### src/rtl/upd_pkg.sv
package upd_pkg;

	localparam int Window = 3;
	localparam int EchoW = 15;
	localparam int ThrW = 9;
	localparam int HoldW = 16;
	localparam int DistW = 18;
	localparam int ScaleW = 11;
	localparam int DistShift = 8;
	localparam int ProdW = EchoW + ScaleW;
	localparam int CfgIdxW = 2;
	localparam int CfgDataW = 16;

	localparam logic [ScaleW-1:0] DistScale = 11'd1124;
	localparam logic [HoldW-1:0] ElapsedMax = 16'hFFFF;

	// register indexes of the configuration port
	localparam logic [CfgIdxW-1:0] RegMinEcho = 2'd0;
	localparam logic [CfgIdxW-1:0] RegMaxEcho = 2'd1;
	localparam logic [CfgIdxW-1:0] RegThreshold = 2'd2;
	localparam logic [CfgIdxW-1:0] RegHold = 2'd3;

	localparam logic [EchoW-1:0] MinEchoReset = 15'd117;
	localparam logic [EchoW-1:0] MaxEchoReset = 15'd23323;
	localparam logic [ThrW-1:0] ThresholdReset = 9'd100;
	localparam logic [HoldW-1:0] HoldReset = 16'd5000;

	// window filter status toward the presence logic
	typedef struct packed {
		logic done;
		logic valid;
		logic [EchoW-1:0] median;
	} win_res_t;

	// one result item
	typedef struct packed {
		logic [DistW-1:0] dist_q8;
		logic valid;
		logic present;
		logic changed;
	} pres_res_t;

endpackage

### src/rtl/upd_window.sv
module upd_window (
	input logic clk,
	input logic arst_n,
	input logic en,
	input logic [upd_pkg::EchoW-1:0] width,
	input logic got,
	input logic [upd_pkg::EchoW-1:0] min_echo,
	input logic [upd_pkg::EchoW-1:0] max_echo,
	output upd_pkg::win_res_t res
);
	import upd_pkg::*;

	logic [EchoW-1:0] samp_q [Window];
	logic [1:0] pos_q;
	logic [1:0] acc_q;
	logic [1:0] acc_nx;
	logic take;
	logic [EchoW-1:0] samp_nx [Window];

	function automatic logic [EchoW-1:0] max2(input logic [EchoW-1:0] a,
		input logic [EchoW-1:0] b);
		return (a > b) ? a : b;
	endfunction

	function automatic logic [EchoW-1:0] min2(input logic [EchoW-1:0] a,
		input logic [EchoW-1:0] b);
		return (a < b) ? a : b;
	endfunction

	assign take = got && (width >= min_echo) && (width <= max_echo);
	assign acc_nx = acc_q + {1'b0, take};

	always_comb begin
		for (int i = 0; i < Window; i++) begin
			samp_nx[i] = (take && (acc_q == 2'(i))) ? width : samp_q[i];
		end
	end

	always_comb begin
		res.done = (pos_q == 2'(Window - 1));
		res.valid = (acc_nx != 2'd0);
		case (acc_nx)
			2'd1: res.median = samp_nx[0];
			2'd2: res.median = max2(samp_nx[0], samp_nx[1]);
			2'd3: res.median = max2(min2(samp_nx[0], samp_nx[1]),
				min2(max2(samp_nx[0], samp_nx[1]), samp_nx[2]));
			default: res.median = '0;
		endcase
	end

	always_ff @(posedge clk or negedge arst_n) begin
		if (!arst_n) begin
			pos_q <= '0;
			acc_q <= '0;
		end else if (en) begin
			if (res.done) begin
				pos_q <= '0;
				acc_q <= '0;
			end else begin
				pos_q <= pos_q + 2'd1;
				acc_q <= acc_nx;
			end
		end
	end

	always_ff @(posedge clk) begin
		if (en && take) begin
			samp_q[acc_q] <= width;
		end
	end

	a_acc_le_pos: assert property (@(posedge clk) disable iff (!arst_n)
		acc_q <= pos_q) else $error("accepted count exceeds window position");

	a_pos_range: assert property (@(posedge clk) disable iff (!arst_n)
		pos_q < 2'(Window)) else $error("window position past window end");

endmodule

### src/rtl/upd_presence.sv
module upd_presence (
	input logic clk,
	input logic arst_n,
	input logic tick_en,
	input logic meas_en,
	input upd_pkg::win_res_t win,
	input logic [upd_pkg::ThrW-1:0] threshold,
	input logic [upd_pkg::HoldW-1:0] hold,
	output upd_pkg::pres_res_t res
);
	import upd_pkg::*;

	logic [HoldW-1:0] elapsed_q;
	logic seen_q;
	logic flag_q;
	logic [ProdW-1:0] prod;
	logic detected;

	assign prod = ProdW'(win.median) * ProdW'(DistScale);

	always_comb begin
		res.valid = win.valid;
		res.dist_q8 = win.valid ? prod[DistShift +: DistW] : '0;
		detected = win.valid && (res.dist_q8 <= {1'b0, threshold, 8'h00});
		res.present = detected || (seen_q && (elapsed_q < hold));
		res.changed = res.present != flag_q;
	end

	always_ff @(posedge clk or negedge arst_n) begin
		if (!arst_n) begin
			elapsed_q <= '0;
			seen_q <= 1'b0;
			flag_q <= 1'b0;
		end else if (tick_en) begin
			if (elapsed_q != ElapsedMax) begin
				elapsed_q <= elapsed_q + 16'd1;
			end
		end else if (meas_en) begin
			if (detected) begin
				elapsed_q <= '0;
				seen_q <= 1'b1;
			end
			flag_q <= res.present;
		end
	end

endmodule

### src/rtl/ultrasonic_presence_detector_top.sv
// A window-closing measurement passes the input stage register, then the output register.
// One item per cycle unless stalled; ticks and window-filling measurements produce no result.
// The input stage stalls only while a finished result waits at the output and the
// item in the input stage would produce another one.
// Reset (arst_n low, asynchronous): window empty, hold timer zero, presence off,
// configuration at its defaults; sample storage keeps no reset value.
module ultrasonic_presence_detector_top (
	input logic clk,
	input logic arst_n,
	// input channel
	input logic in_valid,
	output logic in_stall,
	input logic op,
	input logic [upd_pkg::EchoW-1:0] echo_width_us,
	input logic got_echo,
	// result channel
	output logic out_valid,
	input logic out_stall,
	output logic [upd_pkg::DistW-1:0] distance_q8,
	output logic distance_valid,
	output logic present,
	output logic changed,
	// configuration write port
	input logic cfg_we,
	input logic [upd_pkg::CfgIdxW-1:0] cfg_index,
	input logic [upd_pkg::CfgDataW-1:0] cfg_data
);
	import upd_pkg::*;

	// configuration registers
	logic [EchoW-1:0] min_echo_q;
	logic [EchoW-1:0] max_echo_q;
	logic [ThrW-1:0] threshold_q;
	logic [HoldW-1:0] hold_q;

	// input stage
	logic valid_s1;
	logic op_s1;
	logic [EchoW-1:0] width_s1;
	logic got_s1;

	// output stage
	logic out_valid_q;
	pres_res_t out_q;

	logic in_xfer;
	logic advance;
	logic emits;
	win_res_t win;
	pres_res_t pres;

	always_ff @(posedge clk or negedge arst_n) begin
		if (!arst_n) begin
			min_echo_q <= MinEchoReset;
			max_echo_q <= MaxEchoReset;
			threshold_q <= ThresholdReset;
			hold_q <= HoldReset;
		end else if (cfg_we) begin
			unique case (cfg_index)
				RegMinEcho: min_echo_q <= cfg_data[EchoW-1:0];
				RegMaxEcho: max_echo_q <= cfg_data[EchoW-1:0];
				RegThreshold: threshold_q <= cfg_data[ThrW-1:0];
				RegHold: hold_q <= cfg_data[HoldW-1:0];
				default: ;
			endcase
		end
	end

	// A measurement that closes the window produces a result; it may only
	// leave the input stage when the output register is free or draining.
	assign emits = valid_s1 && op_s1 && win.done;
	assign advance = valid_s1 && (!emits || !out_valid_q || !out_stall);
	assign in_stall = valid_s1 && !advance;
	assign in_xfer = in_valid && !in_stall;

	always_ff @(posedge clk or negedge arst_n) begin
		if (!arst_n) begin
			valid_s1 <= 1'b0;
		end else if (in_xfer) begin
			valid_s1 <= 1'b1;
		end else if (advance) begin
			valid_s1 <= 1'b0;
		end
	end

	// hold payload while stalled, load on every transfer
	always_ff @(posedge clk) begin
		if (in_xfer) begin
			op_s1 <= op;
			width_s1 <= echo_width_us;
			got_s1 <= got_echo;
		end
	end

	upd_window u_window (
		.clk(clk),
		.arst_n(arst_n),
		.en(advance && op_s1),
		.width(width_s1),
		.got(got_s1),
		.min_echo(min_echo_q),
		.max_echo(max_echo_q),
		.res(win)
	);

	upd_presence u_presence (
		.clk(clk),
		.arst_n(arst_n),
		.tick_en(advance && !op_s1),
		.meas_en(advance && emits),
		.win(win),
		.threshold(threshold_q),
		.hold(hold_q),
		.res(pres)
	);

	// output register: load a new result, drop the old one once transferred
	always_ff @(posedge clk or negedge arst_n) begin
		if (!arst_n) begin
			out_valid_q <= 1'b0;
		end else if (advance && emits) begin
			out_valid_q <= 1'b1;
		end else if (!out_stall) begin
			out_valid_q <= 1'b0;
		end
	end

	always_ff @(posedge clk) begin
		if (advance && emits) begin
			out_q <= pres;
		end
	end

	assign out_valid = out_valid_q;
	assign distance_q8 = out_q.dist_q8;
	assign distance_valid = out_q.valid;
	assign present = out_q.present;
	assign changed = out_q.changed;

	a_stall_cause: assert property (@(posedge clk) disable iff (!arst_n)
		in_stall |-> (out_valid_q && out_stall && emits))
		else $error("input stalled without a blocked result");

	a_result_loaded: assert property (@(posedge clk) disable iff (!arst_n)
		(advance && emits) |=> out_valid_q)
		else $error("closed window did not reach the output");

	a_invalid_zero: assert property (@(posedge clk) disable iff (!arst_n)
		(out_valid_q && !out_q.valid) |-> (out_q.dist_q8 == '0))
		else $error("invalid window carries a distance");

endmodule

### config.mk
export PLATFORM = sky130hd
export DESIGN_NAME = ultrasonic_presence_detector_top
export DESIGN_NICKNAME = d
export VERILOG_FILES = /design/src/rtl/upd_pkg.sv /design/src/rtl/upd_window.sv /design/src/rtl/upd_presence.sv /design/src/rtl/ultrasonic_presence_detector_top.sv
export SDC_FILE = /design/constraint.sdc
export NUM_CORES = 1
export LEC_CHECK = 0
export ABC_AREA = 1
export BUFFER_PORTS_ARGS = -buffer_cell sky130_fd_sc_hd__buf_4
export CAP_MARGIN = 15
export CORE_MARGIN = 1.5
export CORE_UTILIZATION = 43
export DETAILED_ROUTE_END_ITERATION = 16
export GPL_ROUTABILITY_DRIVEN = 0
export PLACE_DENSITY = 0.58
export SKIP_LAST_GASP = 1
export SLEW_MARGIN = 20
export SYNTH_ARGS = -nofsm -noshare
export SYNTH_HDL_FRONTEND = slang
export SYNTH_SLANG_ARGS = --single-unit
### constraint.sdc
create_clock -name clk -period 17.65 [get_ports clk]
set_input_delay 3.53 -clock clk [delete_from_list [all_inputs] [get_ports clk]]
set_output_delay 3.53 -clock clk [all_outputs]
set_load 0.1 [all_outputs]
After elaboration in Yosys (flattened, before gate mapping)
Memories as Yosys holds them, arrays and structs flattened.
Index checks and enable logic that the tools add are counted.
{"block": "classes", "mux": 21, "eq_ne": 13, "n_reduce_logical": 38, "order_cmp": 8, "add_sub_neg": 3, "bitwise_logic": 1, "multipliers": 1}
{"cell": "2-to-1 mux 15 bit", "n": 7}
{"cell": "2-to-1 mux 16 bit", "n": 4}
{"cell": "one-hot mux 15 bit (3 select lines)", "n": 1}
{"cell": "greater-than comparator 15 bit", "n": 2}
{"cell": "< comparator 15 bit", "n": 2}
{"cell": "multiplier 15 x 9 -> 24 bit (second input constant)", "n": 1}
{"cell": "less-or-equal comparator 18 x 17 -> 1 bit", "n": 1}
{"cell": "2-to-1 mux 18 bit", "n": 1}
{"cell": "adder 16 x 1 -> 16 bit (second input constant)", "n": 1}
{"cell": "logical AND 1 bit", "n": 16}
{"cell": "< comparator 16 bit", "n": 1}
{"cell": "!= test 16 bit (second input constant)", "n": 1}
{"cell": "greater-or-equal comparator 15 bit", "n": 1}
{"cell": "less-or-equal comparator 15 bit", "n": 1}
{"cell": "== test 2 bit (second input constant)", "n": 6}
{"cell": "AND reduction 2 bit", "n": 5}
{"cell": "nonzero test 2 bit", "n": 4}
{"cell": "== test 2 x 1 -> 1 bit (second input constant)", "n": 3}
{"cell": "logical NOT 1 bit", "n": 6}
{"cell": "2-to-1 mux 1 bit", "n": 6}
{"cell": "AND reduction 3 bit", "n": 2}
{"cell": "logical NOT 2 bit", "n": 2}
{"cell": "2-to-1 mux 2 bit", "n": 2}
{"cell": "logical OR 1 bit", "n": 3}
{"cell": "other kinds (6)", "n": 6}
{"block": "word_totals", "memories": 1, "mem_bits_rw": 45, "regBits": 117, "word_cells": 104, "out_inout_bits": 23}
{"name": "u_window.samp_q", "words": 3, "width": 15, "rd": 3, "rd_ports_with_merged_regs": 0, "wr": 1, "line_no": "upd_window.sv:13", "source": "logic [EchoW-1:0] samp_q [Window];"}

Logic depth before layout (Yosys ltp)
{"block": "depth", "depth_word": 19, "ltp_mapped": 107}

Modules after synthesis
From an unflattened synthesis, not the netlist that was laid out.
{"block": "unflattened", "hier_cells": 1615, "area_unflattened_um2": 12837.3}
{"module": "upd_window", "instances": 1, "area_each_um2": 5629.1, "cells_each": 804}
{"module": "upd_presence", "instances": 1, "area_each_um2": 3893.7, "cells_each": 560}
{"module": "ultrasonic_presence_detector_top", "instances": 1, "area_each_um2": 3314.4, "cells_each": 251}

Worst setup path before layout
OpenSTA, ideal clock, no wires.
{"block": "synth_path", "path_type": "reg-to-reg", "from": "register min_echo_q[6]", "to": "register u_presence.elapsed_q[11]", "slack_ns": 4.480, "setup_ns": 0.117, "t_arrival_ns": 13.053, "path_stages_with_launch": 101, "period_less_slack_ns": 13.170, "cell_sequence": "dfstp_2 > inv_1 > ha_1 > nand2_1 > nor2_1 > nand2_1 > clkinv_1 > nand2_1 > nand3_1 > nor2_1 > nor2_4 > nand3_2 > buf_6 > inv_1 > clkbuf_1 > clkbuf_1 > nand2_1 > o21ai_0 > [65 not listed] > nor2_1 > nor2_1 > o21a_1 > nor3_1 > ha_1 > nand2_1 > nor3_1 > nand4_1 > nor4_1 > and3_1 > nand2_1 > nor2_1 > nand2_1 > nand2_2 > nand3_4 > buf_6 > nand3_2 > nand2_1"}
{"element": "start: declaration", "line_no": "ultrasonic_presence_detector_top.sv:31", "source": "logic [EchoW-1:0] min_echo_q;"}
{"element": "start signal: assignment", "line_no": "ultrasonic_presence_detector_top.sv:54", "source": "min_echo_q <= MinEchoReset;"}
{"element": "start signal: assignment", "line_no": "ultrasonic_presence_detector_top.sv:60", "source": "RegMinEcho: min_echo_q <= cfg_data[EchoW-1:0];"}
{"element": "end signal: assignment", "line_no": "upd_presence.sv:36", "source": "elapsed_q <= elapsed_q + 16'd1;"}
{"element": "end: declaration", "line_no": "upd_presence.sv:13", "source": "logic [HoldW-1:0] elapsed_q;"}

==> flow_metrics.env <==
export IMPL_power_density_nw_per_um2=164
export IMPL_timing_rr_start="width_s1[12]$_DFFE_PP_"
export IMPL_yosysMostFrequentCell="nand2_1"
export IMPL_clkSlewWorstSetupHoldPaths_ps=70
export IMPL_synth_area_top_cells="edfxtp_1 21%, ha_1 16%, dfrtp_1 12%, nand2_1 10%, inv_1 8.0%"
export IMPL_fin_skew_ps=15.2
export IMPL_syn_to_final_growth_pct=11.7
export IMPL_synth_edf_count=83
export IMPL_r2r_end="u_presence.elapsed_q[0]$_DFFE_PN0P_"
export IMPL_post_place_cells=1886
export IMPL_synth_flop_cell="edfxtp_1"
export IMPL_rsz0062_at_grt="false"
export IMPL_p_leak_uw=0.00674
export IMPL_crit_type="register to register"
export IMPL_crit_path_start_kind="register"
export IMPL_finalSetupTns_ps=0
export IMPL_fp_row_count=61
export IMPL_synth_top_family_by_area="simple AND/OR/NAND/NOR gates"
export IMPL_grt_use_total_pct=21.3
export IMPL_ys_seq_area_share_pct=37.2
export IMPL_critPathArrivalTime_ps=15380
export IMPL_clk_latency_ps=430
export IMPL_postRouteAntennaNets=0
export IMPL_synth_xor_area_share_pct=0.290
export IMPL_fill_cells=2741
export IMPL_hold_buffers=0
export IMPL_h_tree_depth=4
export IMPL_vdd_drop_max_v=0.0000791
export IMPL_synthAdderAreaFrac_pct=19.7
export IMPL_yosys_area_share_simple_pct=20.3
export IMPL_gr_max_usage_layer="met2"
export IMPL_die_h_um=171
export IMPL_hpwl_mm=23.4
export IMPL_synthArstFlopShare_pct=48.8
export IMPL_synth_compound_area_share_pct=12.6
export IMPL_finalWorstPathRequiredPeriod_ps=15010
export IMPL_setup_violations=0
export IMPL_synth_fp_nets=1693
export IMPL_post_cts_buffers=0
export IMPL_drc_errors=0
export IMPL_cts_resized=0
export IMPL_antenna_found_initial=0
export IMPL_hold_viol=0
export IMPL_numClockSinks=162
export IMPL_vias_per_cell=5.06
export IMPL_hold_depth=2
export IMPL_drv_cap=0
export IMPL_hold_path_class="register to register"
export IMPL_synth_cell_types=55
export IMPL_clock_path_buffers=2
export IMPL_grt_first_pass_wirelength_mm=47.8
export IMPL_max_freq_mhz=66.6
export IMPL_synth_top_area_share_pct=20.6
export IMPL_finalCritPeriodShare_pct=85.1
export IMPL_met3_usage_pct=2.50
export IMPL_drt_pass1_iterations=6
export IMPL_whs_endpoint="u_presence.seen_q$_DFFE_PN0P_"
export IMPL_layout_drive_gt1_share_pct=11.0
export IMPL_syn_area_um2=12100
export IMPL_synthCells=1475
export IMPL_die_w_um=171
export IMPL_cts_root_buf="clkbuf_16"
export IMPL_yosys_warnings=0
export IMPL_crit_required_ps=18020
export IMPL_cts_buffers=17
export IMPL_yosys_top_cells_count="337 x nand2_1, 257 x inv_1, 157 x ha_1"
export IMPL_portBuffers=62
export IMPL_slowest_delay_ps=570
export IMPL_synth_mux_area_share_pct=0.580
export IMPL_max_slew_margin_pct=29.1
export IMPL_antennaDiodeCount=0
export IMPL_r2r_setup_slack_ps=2640
export IMPL_grt_overflow_total=0
export IMPL_start_util_pct=43.6
export IMPL_worst_path_max_delay_cell="edfxtp_1"
export IMPL_ios=63
export IMPL_drtIter0Drc=536
export IMPL_wire_per_inst_um=15.5
export IMPL_tightest_slew_ps=1060
export IMPL_layoutNonFillerInstCount=1919
export IMPL_grt_max_degree=80
export IMPL_first_global_vias=9024
export IMPL_min_delay_start="u_presence.seen_q$_DFFE_PN0P_"
export IMPL_outcome="finished clean"
export IMPL_layout_nets=1746
export IMPL_cts_tree="done"
export IMPL_met1_usage_pct=29.7
export IMPL_crit_top_cell="nand2_1"
export IMPL_drv_slew=0
export IMPL_wl_mm=29.7
export IMPL_syn_avg_cell_area_um2=8.19
export IMPL_met2_usage_pct=35.0
export IMPL_vias=9709
export IMPL_r2r_cells=85
export IMPL_end_kind="register"
export IMPL_die_area_um2=29100
export IMPL_synth_top_area_cell="edfxtp_1"
export IMPL_core_area_um2=27700
export IMPL_ys_ff_latch=162
export IMPL_critPathMaxFanout=33
-- metal layers --
| layer | vias to the layer above | wire length (µm) |
|---|---|---|
| li1 | 4995 | - |
| met1 | 4491 | 14400 |
| met2 | 198 | 13900 |
| met3 | 25 | 1100 |
| met4 | 0 | 311 |
| met5 | - | 0 |
-- worst max path at each step --
stage / from / to / slack, ps / depth (start not counted)
after floorplan: min_echo_q[6]$_DFFE_PN1P_ / u_presence.elapsed_q[11]$_DFFE_PN0P_ / 4480 / 100
after global placement: width_s1[12]$_DFFE_PP_ / u_presence.elapsed_q[1]$_DFFE_PN0P_ / 3100 / 85
after detailed placement: width_s1[12]$_DFFE_PP_ / u_presence.elapsed_q[13]$_DFFE_PN0P_ / 2870 / 85
after CTS: width_s1[12]$_DFFE_PP_ / u_presence.elapsed_q[0]$_DFFE_PN0P_ / 2800 / 85
after global routing: max_echo_q[14]$_DFFE_PN1P_ / u_presence.elapsed_q[15]$_DFFE_PN0P_ / 1170 / 87
final: width_s1[12]$_DFFE_PP_ / u_presence.elapsed_q[0]$_DFFE_PN0P_ / 2640 / 85
-- cell type report --
cell class,count,area [µm²],area share [%]
multi-input cells,1017,6470,47.9
inverters,262,983,7.28
well taps,378,473,3.50
clock inverters,15,124,0.917
repair buffers,68,531,3.93
flip-flops and latches,162,4500,33.3
clock buffers,17,425,3.15
-- metrics by stage --
step / power [µW] / cell area [µm²] / hold WS [ps] / util [%] / setup slack [ps]
floorplan: 1540 / 12100 / 421 / - / 4480
global placement: 1870 / 12900 / 448 / 46.6 / 3100
detailed placement: 1880 / 12900 / 449 / 46.6 / 2870
CTS: 2250 / 13500 / 465 / 48.6 / 2800
global route: 2460 / 13500 / 499 / 48.7 / 1170
finish: 2220 / 13500 / 463 / 48.7 / 2640
-- sequential cells by signal, indices dropped and copies added (netlist names) --
name / flops
u_window.samp_q: 45
distance_q8: 18
hold_q: 16
u_presence.elapsed_q: 16
max_echo_q: 15
min_echo_q: 15
width_s1: 15
threshold_q: 9
u_window.acc_q: 2
u_window.pos_q: 2
changed: 1
distance_valid: 1
got_s1: 1
op_s1: 1
out_valid: 1
present: 1
u_presence.flag_q: 1
u_presence.seen_q: 1
valid_s1: 1
-- cell usage in the layout (no fill, tap or decap), drive strengths merged, types with 3 or more instances in the layout --
cell / count
clkinvlp: 5
a31oi: 3
dfrtp: 57
a21oi: 59
or2: 12
nand4: 22
a21o: 4
o21a: 3
clkinv: 6
edfxtp: 83
o21bai: 3
a211oi: 5
nand2: 348
nor2: 88
ha: 157
and2: 3
a2111oi: 3
o21ai: 156
nor3: 17
mux2i: 7
clkbuf: 17
dfstp: 22
nand3: 57
fa: 21
buf: 68
nor3b: 4
nand3b: 4
o211ai: 25
inv: 266
-- cell families (layout without fill, tap and decap cells) --
family,count (synthesis),in the layout
fa+ha+maj,178,178
compound gates,270,270
buf+inv,296,362
simple gates,558,558
mux,7,7
flops,162,162
xor+xnor,4,4
-- report_power, final --
group	internal (µW)	total (µW)	switching, µW
Sequential	462	486	24.4
Clock	184	354	170
Combinational	486	1380	891
-- worst max-delay path, delay by kind of cell, from the launching register on --
family / cells / cell delay [ps]
buffers and inverters: 9 / 1230
adder cells (fa/ha/maj): 10 / 3530
flip-flops: 1 / 570
AO/OA/AOI/OAI: 21 / 3840
AND/OR/NAND/NOR: 45 / 5710
Note: power is estimated with default switching activity, not from simulation.
